<file path="src/rtl/core/bfts_pkg.sv">
// Shared widths, constants, register indexes and types of the burst transmit-time scheduler.
package bfts_pkg;

   // Field widths.
   localparam int NS_FRAC_BITS   = 16;
   localparam int FRAME_OCTETS_W = 14;
   localparam int GAP_W          = 20;
   localparam int COUNT_W        = 16;
   localparam int SEQ_W          = 48;
   localparam int SEC_W          = 48;
   localparam int NSEC_W         = 30;
   localparam int NPO_W          = 26;
   localparam int CSR_DATA_W     = 48;
   localparam int CSR_INDEX_W    = 3;

   // Arithmetic widths of the time advance.
   localparam int OCTET_SUM_W = GAP_W + 1;
   localparam int PROD_W      = OCTET_SUM_W + NPO_W;
   localparam int TOTAL_W     = PROD_W + 1;
   localparam int WHOLE_W     = TOTAL_W - NS_FRAC_BITS;
   localparam int NSUM_W      = ((WHOLE_W > NSEC_W) ? WHOLE_W : NSEC_W) + 1;
   localparam int CARRY_W     = 2;

   localparam logic [NSUM_W-1:0] ONE_SEC_NS = NSUM_W'(64'd1000000000);
   localparam logic [NSUM_W-1:0] TWO_SEC_NS = NSUM_W'(64'd2000000000);

   // Register reset values.
   localparam logic [FRAME_OCTETS_W-1:0] FRAME_OCTETS_RST  = FRAME_OCTETS_W'(64);
   localparam logic [GAP_W-1:0]          FRAME_GAP_RST     = GAP_W'(12);
   localparam logic [GAP_W-1:0]          BURST_GAP_RST     = GAP_W'(0);
   localparam logic [COUNT_W-1:0]        BURST_LENGTH_RST  = COUNT_W'(1);
   localparam logic [COUNT_W-1:0]        STREAM_LENGTH_RST = COUNT_W'(1);
   localparam logic [SEQ_W-1:0]          TOTAL_LIMIT_RST   = SEQ_W'(0);
   localparam logic [NPO_W-1:0]          NS_PER_OCTET_RST  = NPO_W'(524288);

   // Register indexes.
   typedef enum logic [CSR_INDEX_W-1:0] {
      CSR_FRAME_OCTETS      = 3'd0,
      CSR_FRAME_GAP         = 3'd1,
      CSR_BURST_GAP         = 3'd2,
      CSR_BURST_LENGTH      = 3'd3,
      CSR_STREAM_LENGTH     = 3'd4,
      CSR_TOTAL_FRAME_LIMIT = 3'd5,
      CSR_NS_PER_OCTET      = 3'd6
   } csr_index_type;

   // Operation codes of a request beat.
   localparam logic OP_NEXT_FRAME = 1'b0;
   localparam logic OP_LOAD_TIME  = 1'b1;

   // Configuration as seen by the scheduler core.
   typedef struct packed {
      logic [COUNT_W-1:0] burst_length;
      logic [COUNT_W-1:0] stream_length;
      logic [SEQ_W-1:0]   total_frame_limit;
      logic               interburst_nonzero;
      logic [PROD_W-1:0]  prod_interframe;
      logic [PROD_W-1:0]  prod_interburst;
      logic               busy;
   } cfg_type;

   // One result beat.
   typedef struct packed {
      logic               done_res;
      logic [SEC_W-1:0]   tx_sec;
      logic [NSEC_W-1:0]  tx_nsec;
      logic [SEQ_W-1:0]   seq_number;
      logic [COUNT_W-1:0] frame_in_burst;
      logic [COUNT_W-1:0] burst_in_stream;
   } result_type;

endpackage

</file>
<file path="src/rtl/core/bfts_req_if.sv">
// Request channel: operation code and new send time.
interface bfts_req_if;
   logic                        valid;
   logic                        ready;
   logic                        op;
   logic [bfts_pkg::SEC_W-1:0]  new_sec;
   logic [bfts_pkg::NSEC_W-1:0] new_nsec;

   modport source (output valid, output op, output new_sec, output new_nsec, input ready);
   modport sink   (input valid, input op, input new_sec, input new_nsec, output ready);
endinterface

</file>
<file path="src/rtl/core/bfts_rsp_if.sv">
// Response channel: done flag or send time, sequence number and positions.
interface bfts_rsp_if;
   logic                         valid;
   logic                         ready;
   logic                         done_res;
   logic [bfts_pkg::SEC_W-1:0]   tx_sec;
   logic [bfts_pkg::NSEC_W-1:0]  tx_nsec;
   logic [bfts_pkg::SEQ_W-1:0]   seq_number;
   logic [bfts_pkg::COUNT_W-1:0] frame_in_burst;
   logic [bfts_pkg::COUNT_W-1:0] burst_in_stream;

   modport source (output valid, output done_res, output tx_sec, output tx_nsec,
                   output seq_number, output frame_in_burst, output burst_in_stream,
                   input ready);
   modport sink   (input valid, input done_res, input tx_sec, input tx_nsec,
                   input seq_number, input frame_in_burst, input burst_in_stream,
                   output ready);
endinterface

</file>
<file path="src/rtl/core/burst_frame_tx_time_scheduler.sv">
// Top level of the burst transmit-time scheduler: handshake, core and response register.
//
// One request beat is taken per clock; a next-frame request yields its response beat in the
// next cycle from the response register, and a load-time request yields none. Throughput
// is one beat per cycle while the response side takes beats; when it stalls, the response
// register holds and requests wait. The gap times (frame plus gap octets times ns per
// octet) come from two registered multipliers fed by the configuration registers, so
// req_bus.ready is low in the cycle after reset and after each configuration write
// while those products refresh. A done response (limit reached) leaves all state unchanged.
module burst_frame_tx_time_scheduler (
   input  logic                             clock,
   input  logic                             reset,
   bfts_req_if.sink                         req_bus,
   bfts_rsp_if.source                       rsp_bus,
   input  logic                             csr_wr_en,
   input  logic [bfts_pkg::CSR_INDEX_W-1:0] csr_index,
   input  logic [bfts_pkg::CSR_DATA_W-1:0]  csr_wdata
);
   import bfts_pkg::*;

   cfg_type    cfg;
   result_type result;
   result_type rsp_data_ff;
   logic       rsp_valid_ff;
   logic       rsp_valid_in;
   logic       req_accept;
   logic       rsp_load;

   bfts_cfg u_cfg (
      .clock     (clock),
      .reset     (reset),
      .csr_wr_en (csr_wr_en),
      .csr_index (csr_index),
      .csr_wdata (csr_wdata),
      .cfg       (cfg)
   );

   // Request handshake.
   assign req_bus.ready = !cfg.busy && (!rsp_valid_ff || rsp_bus.ready);
   assign req_accept    = req_bus.valid && req_bus.ready;
   assign rsp_load      = req_accept && (req_bus.op == OP_NEXT_FRAME);

   bfts_core u_core (
      .clock    (clock),
      .reset    (reset),
      .cfg      (cfg),
      .accept   (req_accept),
      .op       (req_bus.op),
      .new_sec  (req_bus.new_sec),
      .new_nsec (req_bus.new_nsec),
      .result   (result)
   );

   // Response register: loaded by a next-frame beat, emptied when the beat is taken.
   always_comb begin
      priority if (rsp_load) begin
         rsp_valid_in = 1'b1;
      end else if (rsp_bus.ready) begin
         rsp_valid_in = 1'b0;
      end else begin
         rsp_valid_in = rsp_valid_ff;
      end
   end

   always_ff @(posedge clock) begin
      if (reset) begin
         rsp_valid_ff <= 1'b0;
      end else begin
         rsp_valid_ff <= rsp_valid_in;
      end
   end

   always_ff @(posedge clock) begin
      if (rsp_load) begin
         rsp_data_ff <= result;
      end
   end

   assign rsp_bus.valid           = rsp_valid_ff;
   assign rsp_bus.done_res        = rsp_data_ff.done_res;
   assign rsp_bus.tx_sec          = rsp_data_ff.tx_sec;
   assign rsp_bus.tx_nsec         = rsp_data_ff.tx_nsec;
   assign rsp_bus.seq_number      = rsp_data_ff.seq_number;
   assign rsp_bus.frame_in_burst  = rsp_data_ff.frame_in_burst;
   assign rsp_bus.burst_in_stream = rsp_data_ff.burst_in_stream;

endmodule

</file>
<file path="src/rtl/core/bfts_cfg.sv">
// Configuration registers and the registered gap-time products.
module bfts_cfg (
   input  logic                                clock,
   input  logic                                reset,
   input  logic                                csr_wr_en,
   input  logic [bfts_pkg::CSR_INDEX_W-1:0]    csr_index,
   input  logic [bfts_pkg::CSR_DATA_W-1:0]     csr_wdata,
   output bfts_pkg::cfg_type                   cfg
);
   import bfts_pkg::*;

   logic [FRAME_OCTETS_W-1:0] frame_octets_ff;
   logic [GAP_W-1:0]          frame_gap_ff;
   logic [GAP_W-1:0]          burst_gap_ff;
   logic [COUNT_W-1:0]        burst_length_ff;
   logic [COUNT_W-1:0]        stream_length_ff;
   logic [SEQ_W-1:0]          total_frame_limit_ff;
   logic [NPO_W-1:0]          ns_per_octet_ff;
   logic                      busy_ff;
   logic                      busy_in;
   logic [OCTET_SUM_W-1:0]    octets_if;
   logic [OCTET_SUM_W-1:0]    octets_ib;
   logic [PROD_W-1:0]         prod_if_ff;
   logic [PROD_W-1:0]         prod_if_in;
   logic [PROD_W-1:0]         prod_ib_ff;
   logic [PROD_W-1:0]         prod_ib_in;

   // Register writes.
   always_ff @(posedge clock) begin
      if (reset) begin
         frame_octets_ff      <= FRAME_OCTETS_RST;
         frame_gap_ff         <= FRAME_GAP_RST;
         burst_gap_ff         <= BURST_GAP_RST;
         burst_length_ff      <= BURST_LENGTH_RST;
         stream_length_ff     <= STREAM_LENGTH_RST;
         total_frame_limit_ff <= TOTAL_LIMIT_RST;
         ns_per_octet_ff      <= NS_PER_OCTET_RST;
      end else if (csr_wr_en) begin
         unique case (csr_index_type'(csr_index))
            CSR_FRAME_OCTETS:      frame_octets_ff      <= csr_wdata[FRAME_OCTETS_W-1:0];
            CSR_FRAME_GAP:         frame_gap_ff         <= csr_wdata[GAP_W-1:0];
            CSR_BURST_GAP:         burst_gap_ff         <= csr_wdata[GAP_W-1:0];
            CSR_BURST_LENGTH:      burst_length_ff      <= csr_wdata[COUNT_W-1:0];
            CSR_STREAM_LENGTH:     stream_length_ff     <= csr_wdata[COUNT_W-1:0];
            CSR_TOTAL_FRAME_LIMIT: total_frame_limit_ff <= csr_wdata[SEQ_W-1:0];
            CSR_NS_PER_OCTET:      ns_per_octet_ff      <= csr_wdata[NPO_W-1:0];
            default: begin
            end
         endcase
      end
   end

   // Gap times in fixed-point nanoseconds, refreshed every cycle from the registers.
   assign octets_if  = OCTET_SUM_W'(frame_octets_ff) + OCTET_SUM_W'(frame_gap_ff);
   assign octets_ib  = OCTET_SUM_W'(frame_octets_ff) + OCTET_SUM_W'(burst_gap_ff);
   assign prod_if_in = PROD_W'(octets_if) * PROD_W'(ns_per_octet_ff);
   assign prod_ib_in = PROD_W'(octets_ib) * PROD_W'(ns_per_octet_ff);

   always_ff @(posedge clock) begin
      prod_if_ff <= prod_if_in;
      prod_ib_ff <= prod_ib_in;
   end

   // The products are registered behind the configuration registers, so hold requests off while they refresh.
   assign busy_in = reset | csr_wr_en;

   always_ff @(posedge clock) begin
      busy_ff <= busy_in;
   end

   assign cfg.burst_length       = burst_length_ff;
   assign cfg.stream_length      = stream_length_ff;
   assign cfg.total_frame_limit  = total_frame_limit_ff;
   assign cfg.interburst_nonzero = (burst_gap_ff != '0);
   assign cfg.prod_interframe    = prod_if_ff;
   assign cfg.prod_interburst    = prod_ib_ff;
   assign cfg.busy               = busy_ff;

endmodule

</file>
<file path="src/rtl/core/bfts_core.sv">
// Scheduler state: send time, fraction carry, frame count and burst positions.
module bfts_core (
   input  logic                          clock,
   input  logic                          reset,
   input  bfts_pkg::cfg_type             cfg,
   input  logic                          accept,
   input  logic                          op,
   input  logic [bfts_pkg::SEC_W-1:0]    new_sec,
   input  logic [bfts_pkg::NSEC_W-1:0]   new_nsec,
   output bfts_pkg::result_type          result
);
   import bfts_pkg::*;

   logic [SEC_W-1:0]        time_sec_ff,    time_sec_in;
   logic [NSEC_W-1:0]       time_nsec_ff,   time_nsec_in;
   logic [NS_FRAC_BITS-1:0] ns_fraction_ff, ns_fraction_in;
   logic [SEQ_W-1:0]        frames_sent_ff, frames_sent_in;
   logic [COUNT_W-1:0]      frame_pos_ff,   frame_pos_in;
   logic [COUNT_W-1:0]      burst_pos_ff,   burst_pos_in;

   logic                    limit_hit;
   logic [COUNT_W:0]        frame_pos_inc;
   logic [COUNT_W:0]        burst_pos_inc;
   logic                    more_frames;
   logic                    more_bursts;
   logic [COUNT_W-1:0]      adv_frame_pos;
   logic [COUNT_W-1:0]      adv_burst_pos;
   logic [PROD_W-1:0]       gap_prod;
   logic [TOTAL_W-1:0]      total;
   logic [NSUM_W-1:0]       nsum;
   logic [NSUM_W-1:0]       nsum_rem;
   logic [CARRY_W-1:0]      sec_carry;

   // Done once a nonzero limit has been reached.
   assign limit_hit = (cfg.total_frame_limit != '0) &&
                      (frames_sent_ff >= cfg.total_frame_limit);

   // Position update and gap choice.
   assign frame_pos_inc = {1'b0, frame_pos_ff} + (COUNT_W+1)'(1);
   assign burst_pos_inc = {1'b0, burst_pos_ff} + (COUNT_W+1)'(1);
   assign more_frames   = frame_pos_inc < {1'b0, cfg.burst_length};
   assign more_bursts   = burst_pos_inc < {1'b0, cfg.stream_length};

   always_comb begin
      priority if (more_frames) begin
         adv_frame_pos = frame_pos_inc[COUNT_W-1:0];
         adv_burst_pos = burst_pos_ff;
         gap_prod      = cfg.prod_interframe;
      end else if (more_bursts) begin
         adv_frame_pos = '0;
         adv_burst_pos = burst_pos_inc[COUNT_W-1:0];
         gap_prod      = cfg.prod_interburst;
      end else begin
         adv_frame_pos = '0;
         adv_burst_pos = '0;
         gap_prod      = cfg.interburst_nonzero ? cfg.prod_interburst : cfg.prod_interframe;
      end
   end

   // Time advance; the whole nanoseconds stay below three seconds' worth.
   assign total = TOTAL_W'(gap_prod) + TOTAL_W'(ns_fraction_ff);
   assign nsum  = NSUM_W'(time_nsec_ff) + NSUM_W'(total[TOTAL_W-1:NS_FRAC_BITS]);

   always_comb begin
      priority if (nsum >= TWO_SEC_NS) begin
         nsum_rem  = nsum - TWO_SEC_NS;
         sec_carry = CARRY_W'(2);
      end else if (nsum >= ONE_SEC_NS) begin
         nsum_rem  = nsum - ONE_SEC_NS;
         sec_carry = CARRY_W'(1);
      end else begin
         nsum_rem  = nsum;
         sec_carry = '0;
      end
   end

   // Next state.
   always_comb begin
      time_sec_in    = time_sec_ff;
      time_nsec_in   = time_nsec_ff;
      ns_fraction_in = ns_fraction_ff;
      frames_sent_in = frames_sent_ff;
      frame_pos_in   = frame_pos_ff;
      burst_pos_in   = burst_pos_ff;
      if (accept) begin
         if (op == OP_LOAD_TIME) begin
            time_sec_in  = new_sec;
            time_nsec_in = new_nsec;
         end else if (!limit_hit) begin
            time_sec_in    = time_sec_ff + SEC_W'(sec_carry);
            time_nsec_in   = nsum_rem[NSEC_W-1:0];
            ns_fraction_in = total[NS_FRAC_BITS-1:0];
            frames_sent_in = frames_sent_ff + SEQ_W'(1);
            frame_pos_in   = adv_frame_pos;
            burst_pos_in   = adv_burst_pos;
         end
      end
   end

   always_ff @(posedge clock) begin
      if (reset) begin
         time_sec_ff    <= '0;
         time_nsec_ff   <= '0;
         ns_fraction_ff <= '0;
         frames_sent_ff <= '0;
         frame_pos_ff   <= '0;
         burst_pos_ff   <= '0;
      end else begin
         time_sec_ff    <= time_sec_in;
         time_nsec_ff   <= time_nsec_in;
         ns_fraction_ff <= ns_fraction_in;
         frames_sent_ff <= frames_sent_in;
         frame_pos_ff   <= frame_pos_in;
         burst_pos_ff   <= burst_pos_in;
      end
   end

   // Result of a next-frame request: the time before the advance, or done.
   always_comb begin
      if (limit_hit) begin
         result          = '0;
         result.done_res = 1'b1;
      end else begin
         result.done_res        = 1'b0;
         result.tx_sec          = time_sec_ff;
         result.tx_nsec         = time_nsec_ff;
         result.seq_number      = frames_sent_ff;
         result.frame_in_burst  = frame_pos_ff;
         result.burst_in_stream = burst_pos_ff;
      end
   end

endmodule
</file>
<file path="src/flat_wrapper.sv">
// flat-port wrapper written by rule: the top's interface ports become plain ports
module burst_frame_tx_time_scheduler_flat import bfts_pkg::*;
  (clock, reset, csr_wr_en, csr_index, csr_wdata, req_bus_valid, req_bus_op, req_bus_new_sec, req_bus_new_nsec, req_bus_ready, rsp_bus_valid, rsp_bus_done_res, rsp_bus_tx_sec, rsp_bus_tx_nsec, rsp_bus_seq_number, rsp_bus_frame_in_burst, rsp_bus_burst_in_stream, rsp_bus_ready);
  bfts_req_if req_bus_i ();
  bfts_rsp_if rsp_bus_i ();
  input  logic clock;
  input  logic reset;
  input  logic csr_wr_en;
  input  logic [bfts_pkg::CSR_INDEX_W-1:0] csr_index;
  input  logic [bfts_pkg::CSR_DATA_W-1:0] csr_wdata;
  input wire logic [$bits(req_bus_i.valid)-1:0] req_bus_valid;
  input wire logic [$bits(req_bus_i.op)-1:0] req_bus_op;
  input wire logic [$bits(req_bus_i.new_sec)-1:0] req_bus_new_sec;
  input wire logic [$bits(req_bus_i.new_nsec)-1:0] req_bus_new_nsec;
  output wire logic [$bits(req_bus_i.ready)-1:0] req_bus_ready;
  output wire logic [$bits(rsp_bus_i.valid)-1:0] rsp_bus_valid;
  output wire logic [$bits(rsp_bus_i.done_res)-1:0] rsp_bus_done_res;
  output wire logic [$bits(rsp_bus_i.tx_sec)-1:0] rsp_bus_tx_sec;
  output wire logic [$bits(rsp_bus_i.tx_nsec)-1:0] rsp_bus_tx_nsec;
  output wire logic [$bits(rsp_bus_i.seq_number)-1:0] rsp_bus_seq_number;
  output wire logic [$bits(rsp_bus_i.frame_in_burst)-1:0] rsp_bus_frame_in_burst;
  output wire logic [$bits(rsp_bus_i.burst_in_stream)-1:0] rsp_bus_burst_in_stream;
  input wire logic [$bits(rsp_bus_i.ready)-1:0] rsp_bus_ready;
  assign req_bus_i.valid = req_bus_valid;
  assign req_bus_i.op = req_bus_op;
  assign req_bus_i.new_sec = req_bus_new_sec;
  assign req_bus_i.new_nsec = req_bus_new_nsec;
  assign req_bus_ready = req_bus_i.ready;
  assign rsp_bus_valid = rsp_bus_i.valid;
  assign rsp_bus_done_res = rsp_bus_i.done_res;
  assign rsp_bus_tx_sec = rsp_bus_i.tx_sec;
  assign rsp_bus_tx_nsec = rsp_bus_i.tx_nsec;
  assign rsp_bus_seq_number = rsp_bus_i.seq_number;
  assign rsp_bus_frame_in_burst = rsp_bus_i.frame_in_burst;
  assign rsp_bus_burst_in_stream = rsp_bus_i.burst_in_stream;
  assign rsp_bus_i.ready = rsp_bus_ready;
  burst_frame_tx_time_scheduler u_core (.clock(clock), .reset(reset), .req_bus(req_bus_i), .rsp_bus(rsp_bus_i), .csr_wr_en(csr_wr_en), .csr_index(csr_index), .csr_wdata(csr_wdata));
endmodule
</file>
<file path="config.mk">
export PLATFORM = sky130hd
export DESIGN_NAME = burst_frame_tx_time_scheduler_flat
export DESIGN_NICKNAME = d
export VERILOG_FILES = /design/src/rtl/core/bfts_pkg.sv /design/src/rtl/core/bfts_req_if.sv /design/src/rtl/core/bfts_rsp_if.sv /design/src/rtl/core/burst_frame_tx_time_scheduler.sv /design/src/rtl/core/bfts_cfg.sv /design/src/rtl/core/bfts_core.sv /design/src/flat_wrapper.sv
export SDC_FILE = /design/constraint.sdc
export NUM_CORES = 2
export LEC_CHECK = 0
export ABC_CLOCK_PERIOD_IN_PS = 22700
export BUFFER_PORTS_ARGS = -buffer_cell sky130_fd_sc_hd__buf_2
export CAP_MARGIN = 40
export CELL_PAD_IN_SITES_DETAIL_PLACEMENT = 1
export CELL_PAD_IN_SITES_GLOBAL_PLACEMENT = 2
export CORE_AREA = 3 3 398 400
export DETAILED_ROUTE_END_ITERATION = 6
export DIE_AREA = 0 0 401 403
export PLACE_DENSITY_LB_ADDON = 0.1
export REMOVE_ABC_BUFFERS = 1
export SYNTH_ARGS = -nofsm -noshare
export SYNTH_HDL_FRONTEND = slang
export SYNTH_HIERARCHICAL = 1
export SYNTH_SLANG_ARGS = --single-unit
</file>
<file path="constraint.sdc">
create_clock -name clock -period 22.7 [get_ports clock]
set_clock_uncertainty 0.2 [all_clocks]
set_input_delay 4.54 -clock clock [delete_from_list [all_inputs] [get_ports clock]]
set_output_delay 4.54 -clock clock [all_outputs]
set_load 0.01 [all_outputs]
</file>
# --- Word-level counts from Yosys, hierarchy flattened ---
# Cells that the tools add are included.
op_classes:
  addsub: 10
  multipliers: 2
  magnitude_cmp: 5
  eq_ne: 7
  muxes: 16
  bitwise: 4
  reduce_logical: 21
op_table:
  columns: ["op", "n"]
  rows:
  - ["159-bit 2-to-1 mux", 1]
  - ["47-bit 2-to-1 mux", 3]
  - ["30-bit 2-to-1 mux", 4]
  - ["48-bit 2-to-1 mux", 2]
  - ["21-bit by 26-bit multiplier with 47-bit output", 2]
  - ["30-bit subtractor (second input constant)", 2]
  - ["47-bit by 16-bit adder with 48-bit output", 1]
  - ["48-bit by 1-bit adder with 48-bit output (second input constant)", 1]
  - ["48-bit by 2-bit adder with 48-bit output", 1]
  - ["48-bit greater-or-equal comparator", 1]
  - ["48-bit nonzero test", 1]
  - ["14-bit by 20-bit adder with 21-bit output", 2]
  - ["16-bit by 1-bit adder with 17-bit output (second input constant)", 2]
  - ["17-bit by 16-bit < comparator with 1-bit output", 2]
  - ["30-bit by 32-bit adder with 33-bit output", 1]
  - ["33-bit by 30-bit greater-or-equal comparator with 1-bit output (second input constant)", 1]
  - ["33-bit by 31-bit greater-or-equal comparator with 1-bit output (second input constant)", 1]
  - ["16-bit 2-to-1 mux", 2]
  - ["20-bit nonzero test", 1]
  - ["2-bit AND reduction", 8]
  - ["3-bit equality test (second input constant)", 3]
  - ["3-bit by 2-bit equality test with 1-bit output (second input constant)", 2]
  - ["1-bit logical AND", 4]
  - ["4-bit AND reduction", 1]
  - ["11 further kinds", 16]
totals:
  reg_bits: 589
  input_bits: 135
  out_inout_bits: 161
  wordCells: 88

# --- Logic depth before layout (Yosys ltp) ---
logic_depth:
  depth_word: 12
  depth_mapped: 66

# --- Modules after synthesis ---
# The synthesis kept the hierarchy.
by_module_without_submodules:
  columns: ["mod", "n_inst", "cells_per_inst", "area_each_um2"]
  rows:
  - ["bfts_cfg", 1, 5142, 44559.0]
  - ["bfts_core", 1, 2445, 17311.6]
  - ["burst_frame_tx_time_scheduler", 1, 166, 4857.2]

# --- Worst setup path after synthesis ---
# Ideal clock, no wire load.
synth_timing:
  kind: "input-to-reg"
  startpoint: "input port req_bus_valid"
  endpoint: "register u_core.rsp_data_ff, in the netlist u_core/rsp_bus.burst_in_stream[0] (enable)"
  setup_time_ns: 0.768
  arrival_time_ns: 13.152
  t_required_ns: 21.732
  setup_slack_ns: 8.580
  stages: 1
  n_path_buf: 0
  path_cell_list: "nor4b_2"
synth_between:
  elab_chain_len: 2
synth_lines:
  columns: ["item", "line_no", "rtl"]
  rows:
  - ["from (decl)", "flat_wrapper.sv:11", "input wire logic [$bits(req_bus_i.valid)-1:0] req_bus_valid;"]
  - ["1-bit logical AND", "burst_frame_tx_time_scheduler.sv:40", "assign req_accept = req_bus.valid && req_bus.ready;"]
  - ["1-bit logical AND", "burst_frame_tx_time_scheduler.sv:41", "assign rsp_load = req_accept && (req_bus.op == OP_NEXT_FRAME);"]
  - ["to (signal assigned)", "burst_frame_tx_time_scheduler.sv:75", "rsp_data_ff <= result;"]
  - ["to (decl)", "burst_frame_tx_time_scheduler.sv:23", "result_type rsp_data_ff;"]
# Every way passes these cells.
# A chain may end at the register's enable or synchronous reset.

# --- Worst setup path after layout ---
layout_timing:
  startpoint: "register u_core.u_core.burst_pos_ff[4]"
  endpoint: "register u_core.u_core.time_sec_ff[46]"
layout_between:
  elab_chain_len: 12
  word_cells_on_any_way: 13
  cone_classes: "4 x add/sub; 3 x order compare; 6 x mux"
layout_lines:
  columns: ["item", "line_no", "rtl"]
  rows:
  - ["from (decl)", "bfts_core.sv:19", "logic [COUNT_W-1:0] burst_pos_ff, burst_pos_in;"]
  - ["from (signal assigned)", "bfts_core.sv:114", "burst_pos_ff <= burst_pos_in;"]
  - ["16-bit by 1-bit adder with 17-bit output *", "bfts_core.sv:40", "assign burst_pos_inc = {1'b0, burst_pos_ff} + (COUNT_W+1)'(1);"]
  - ["17-bit by 16-bit < comparator with 1-bit output *", "bfts_core.sv:42", "assign more_bursts = burst_pos_inc < {1'b0, cfg.stream_length};"]
  - ["47-bit 2-to-1 mux *", "bfts_core.sv:49", "end else if (more_bursts) begin"]
  - ["47-bit 2-to-1 mux *", "bfts_core.sv:45", "priority if (more_frames) begin"]
  - ["47-bit by 16-bit adder with 48-bit output *", "bfts_core.sv:61", "assign total = TOTAL_W'(gap_prod) + TOTAL_W'(ns_fraction_ff);"]
  - ["30-bit by 32-bit adder with 33-bit output *", "bfts_core.sv:62", "assign nsum = NSUM_W'(time_nsec_ff) + NSUM_W'(total[TOTAL_W-1:NS_FRAC_BITS]);"]
  - ["33-bit by 30-bit greater-or-equal comparator with 1-bit output", "bfts_core.sv:68", "end else if (nsum >= ONE_SEC_NS) begin"]
  - ["1-bit 2-to-1 mux", "bfts_core.sv:68", null]
  - ["2-bit 2-to-1 mux *", "bfts_core.sv:65", "priority if (nsum >= TWO_SEC_NS) begin"]
  - ["48-bit by 2-bit adder with 48-bit output *", "bfts_core.sv:90", "time_sec_in = time_sec_ff + SEC_W'(sec_carry);"]
  - ["48-bit 2-to-1 mux *", "bfts_core.sv:89", "end else if (!limit_hit) begin"]
  - ["48-bit 2-to-1 mux *", "bfts_core.sv:86", "if (op == OP_LOAD_TIME) begin"]
  - ["to (signal assigned)", "bfts_core.sv:109", "time_sec_ff <= time_sec_in;"]
  - ["to (decl)", "bfts_core.sv:14", "logic [SEC_W-1:0] time_sec_ff, time_sec_in;"]
# Mark *: on every way between the ends. The rest lies on a longest branch, timed or not. The select of a mux whose other input is x is not followed.

==> flow_summary.ini <==
[yosys]
synthCells = 7753
synthDistinctLibCells = 120
ys_seq_area_frac = 0.201
synth_top_area_share = 0.273
async_flop_share = 0
synth_edf_count = 159
avgSynthCellArea_sq_um = 8.61
synth-seq-cells = 589
synthFlopType = dfxtp_1
yosysTopAreaCell = fa_1
synth.yosys.warnings = 6
synthTopCellsByArea = fa_1 27%, dfxtp_1 13%, ha_1 8.9%, nand2_1 7.4%, edfxtp_1 7.2%
synth_area_sq_um = 66700

[timing]
layout_setup_ws_ns = 7.93
finalSetupTns_ns = 0
holdWs_ns = 0.257
timing.final.crit_share = 0.651
tightest_slew_ns = 1.01
hold_viol_final = 0
max_slew_margin = 0.329
rsz0062_at_grt = false
finalSetupViolCount = 0
maxSlewViolCount = 0
min_period_ns = 14.77
clock.fmax_mhz = 67.7

[final_layout]
fin_util = 0.469
syn2layout_area_growth_pct = 9.50
fillers = 18300
multiInputGateArea_sq_um = 48000
mostFrequentLayoutCells = 1311 x nand2_1, 1096 x inv_1, 911 x fa_1
stdcell_area_sq_um = 73100
final-seq-area_sq_um = 13400
final_nets = 9330
layout-drive-gt1-share = 0.0813
layout_commonest_cell = nand2_1

[floorplanning]
std_cell_rows = 145
die_h_um = 403
io_pins = 296
core_sq_um = 156000
die_area_sq_um = 162000
die_w_um = 401
initial_utilization = 0.429

[pwr]
vdd_drop_max_mv = 0.0508
power_leakage_nw = 34.3
powerDensity_nw_per_um2 = 40.6

[clocking]
clock_path_buffers = 3
clkSlewWorstSetupHoldPaths_ns = 0.06
cts_tree = built
holdBufCountCts = 0
cts_max_level = 3
clock_sinks = 589
cts_buffers = 69
cts-root-buf = clkbuf_16
worstSkewPairLatency_ns = 0.67
post_cts_resized = 0
cts_setup_buffers = 0

[route]
drc = 0
dr.pass1.iters = 5
avgViaCountPerCell = 5.47
ant_nets = 0
drtIter0Drc = 2787
drt_wl_total_um = 219000
post_drt_wl_per_cell_um = 22.0
vias = 54400

[worst_setup_path]
worst_path_largest_cell_delay_ns = 0.60
endpoint = u_core/u_core/time_sec_ff[46]$_SDFFE_PP0P_
ff2ff_path_depth = 56
rr_endpoint = u_core/u_core/time_sec_ff[46]$_SDFFE_PP0P_
worst_ep_required_time_ns = 23.03
cp_common_cell = ha_1
cp.arrival_ns = 15.10
cp_max_fo = 45
cp_slowest_cell = a2111oi_0
crit_type = reg -> reg
endpoint_kind = flop
crit_start = u_core/u_core/burst_pos_ff[4]$_SDFFE_PP0P_
rrSetupSlack_ns = 7.93
startpoint_type = flop
r2r-start = u_core/u_core/burst_pos_ff[4]$_SDFFE_PP0P_

[grt]
grt_max_degree = 181
grt_pass1_wl_um = 343000
antenna_found_initial = 9
grt-ovfl-total = 0
grt_pass1_vias = 58200
grtUsageTotal = 0.270

[flow_run]
cap_violations = 0

[placed_design]
portBuffers = 295
dpl_cell_area_sq_um = 70600
place_hpwl_um = 166000
gp_congestion = 0.880
preCtsSetupSlack_ns = 8.07

[worst_hold_path]
hp-class = reg -> reg

[status]
status = complete, no violations
[cell type report]
cell class,instances,area share
clock buffer,85,0.0258
timing repair buffer,405,0.0351
clock inverter,43,0.00716
antenna,9,0.000308
inverter,1098,0.0564
tap,2058,0.0352
multi-input combinational,5644,0.657
sequential,589,0.183
[cells in the mapped netlist (all sizes together) (7+ instances only)]
library cell  count
nand2          1312
inv            1098
fa              911
and2            496
a21oi           480
ha              477
dfxtp           430
clkbuf          391
nor2            316
o21ai           228
nand3           175
edfxtp          159
xnor2           145
xor2            115
a21o            114
and3             80
nor2b            72
nand4            71
nor3             66
a211oi           55
o21a             48
or3              38
nand2b           34
a31oi            32
buf              31
nor4             29
mux2i            28
o211ai           27
o31ai            25
o21bai           24
a21boi           22
a22oi            19
o22ai            16
nand3b           14
a2111oi          13
o211a            12
a211o            11
a221oi           10
nor3b            10
or2               9
or4               9
a311oi            8
a2bb2oi           7
o2111ai           7
o41ai             7
[sequential cells by signal, indices dropped and copies added (netlist names), 20 cells and up]
| name | flops |
|---|---|
| u_core/u_cfg/burst_gap_ff | 20 |
| u_core/u_cfg/prod_ib_ff | 47 |
| u_core/u_cfg/prod_if_ff | 47 |
| u_core/rsp_bus.tx_sec | 48 |
| u_core/u_core/time_nsec_ff | 30 |
| u_core/u_cfg/ns_per_octet_ff | 26 |
| u_core/u_core/frames_sent_ff | 48 |
| u_core/rsp_bus.tx_nsec | 30 |
| u_core/u_core/time_sec_ff | 48 |
| u_core/rsp_bus.seq_number | 48 |
| u_core/u_cfg/frame_gap_ff | 20 |
| u_core/u_cfg/total_frame_limit_ff | 48 |
[worst min-delay path by stage]
stage                                                   start                                              to  cells after the start
2_1_floorplan    u_core/u_core/ns_fraction_ff[4]$_SDFFE_PP0P_    u_core/u_core/ns_fraction_ff[4]$_SDFFE_PP0P_                      2
3_3_place_gp     u_core/u_cfg/burst_length_ff[2]$_SDFFE_PP0P_    u_core/u_cfg/burst_length_ff[2]$_SDFFE_PP0P_                      2
3_5_place_dp   u_core/u_cfg/stream_length_ff[13]$_SDFFE_PP0P_  u_core/u_cfg/stream_length_ff[13]$_SDFFE_PP0P_                      2
4_1_cts         u_core/u_cfg/stream_length_ff[3]$_SDFFE_PP0P_   u_core/u_cfg/stream_length_ff[3]$_SDFFE_PP0P_                      2
5_1_grt          u_core/u_cfg/burst_length_ff[2]$_SDFFE_PP0P_    u_core/u_cfg/burst_length_ff[2]$_SDFFE_PP0P_                      2
6_report       u_core/u_cfg/stream_length_ff[13]$_SDFFE_PP0P_  u_core/u_cfg/stream_length_ff[13]$_SDFFE_PP0P_                      2
[worst max-delay path, delay by kind of cell (launching register included)]
kind,cells,cell delay (ns)
AOI/OAI and AO/OA,23,5.54
and+or+nand+nor,22,5.25
adders and majority gates,6,1.69
buffers and inverters,3,0.88
xor gates and xnor gates,2,0.53
DFF,1,0.47
[cells by family after synthesis]
| family | after synthesis | synth area share |
|---|---|---|
| xor+xnor | 260 | 0.0346 |
| mux | 29 | 0.00437 |
| simple gates | 2752 | 0.195 |
| flops | 589 | 0.201 |
| buf+inv | 1520 | 0.0864 |
| compound gates | 1215 | 0.116 |
| fa+ha+maj | 1388 | 0.363 |
[report_power, final]
part	switching [mW]	internal, mW	total [mW]
Sequential	0.0336	1.11	1.14
Combinational	0.433	0.198	0.631
Clock	0.493	0.702	1.19
Total	0.960	2.01	2.97
[stage by stage]
step / instances / total power [mW]
3_3_place_gp: 9774 / 1.78
6_report: 9931 / 2.97
4_1_cts: 9922 / 3.01
5_1_grt: 9926 / 3.11
2_1_floorplan: 7331 / 1.53
3_5_place_dp: 9794 / 1.80
[per-layer routing]
layer | GRT usage | vias up | part of all wire
li1 | - | 25000 | -
met1 | 0.356 | 28200 | 0.44
met2 | 0.474 | 923 | 0.50
met3 | 0.0256 | 281 | 0.033
met4 | 0.0757 | 6 | 0.027
met5 | 0 | - | 0.00015
Note: power is estimated with default switching activity, not from simulation.
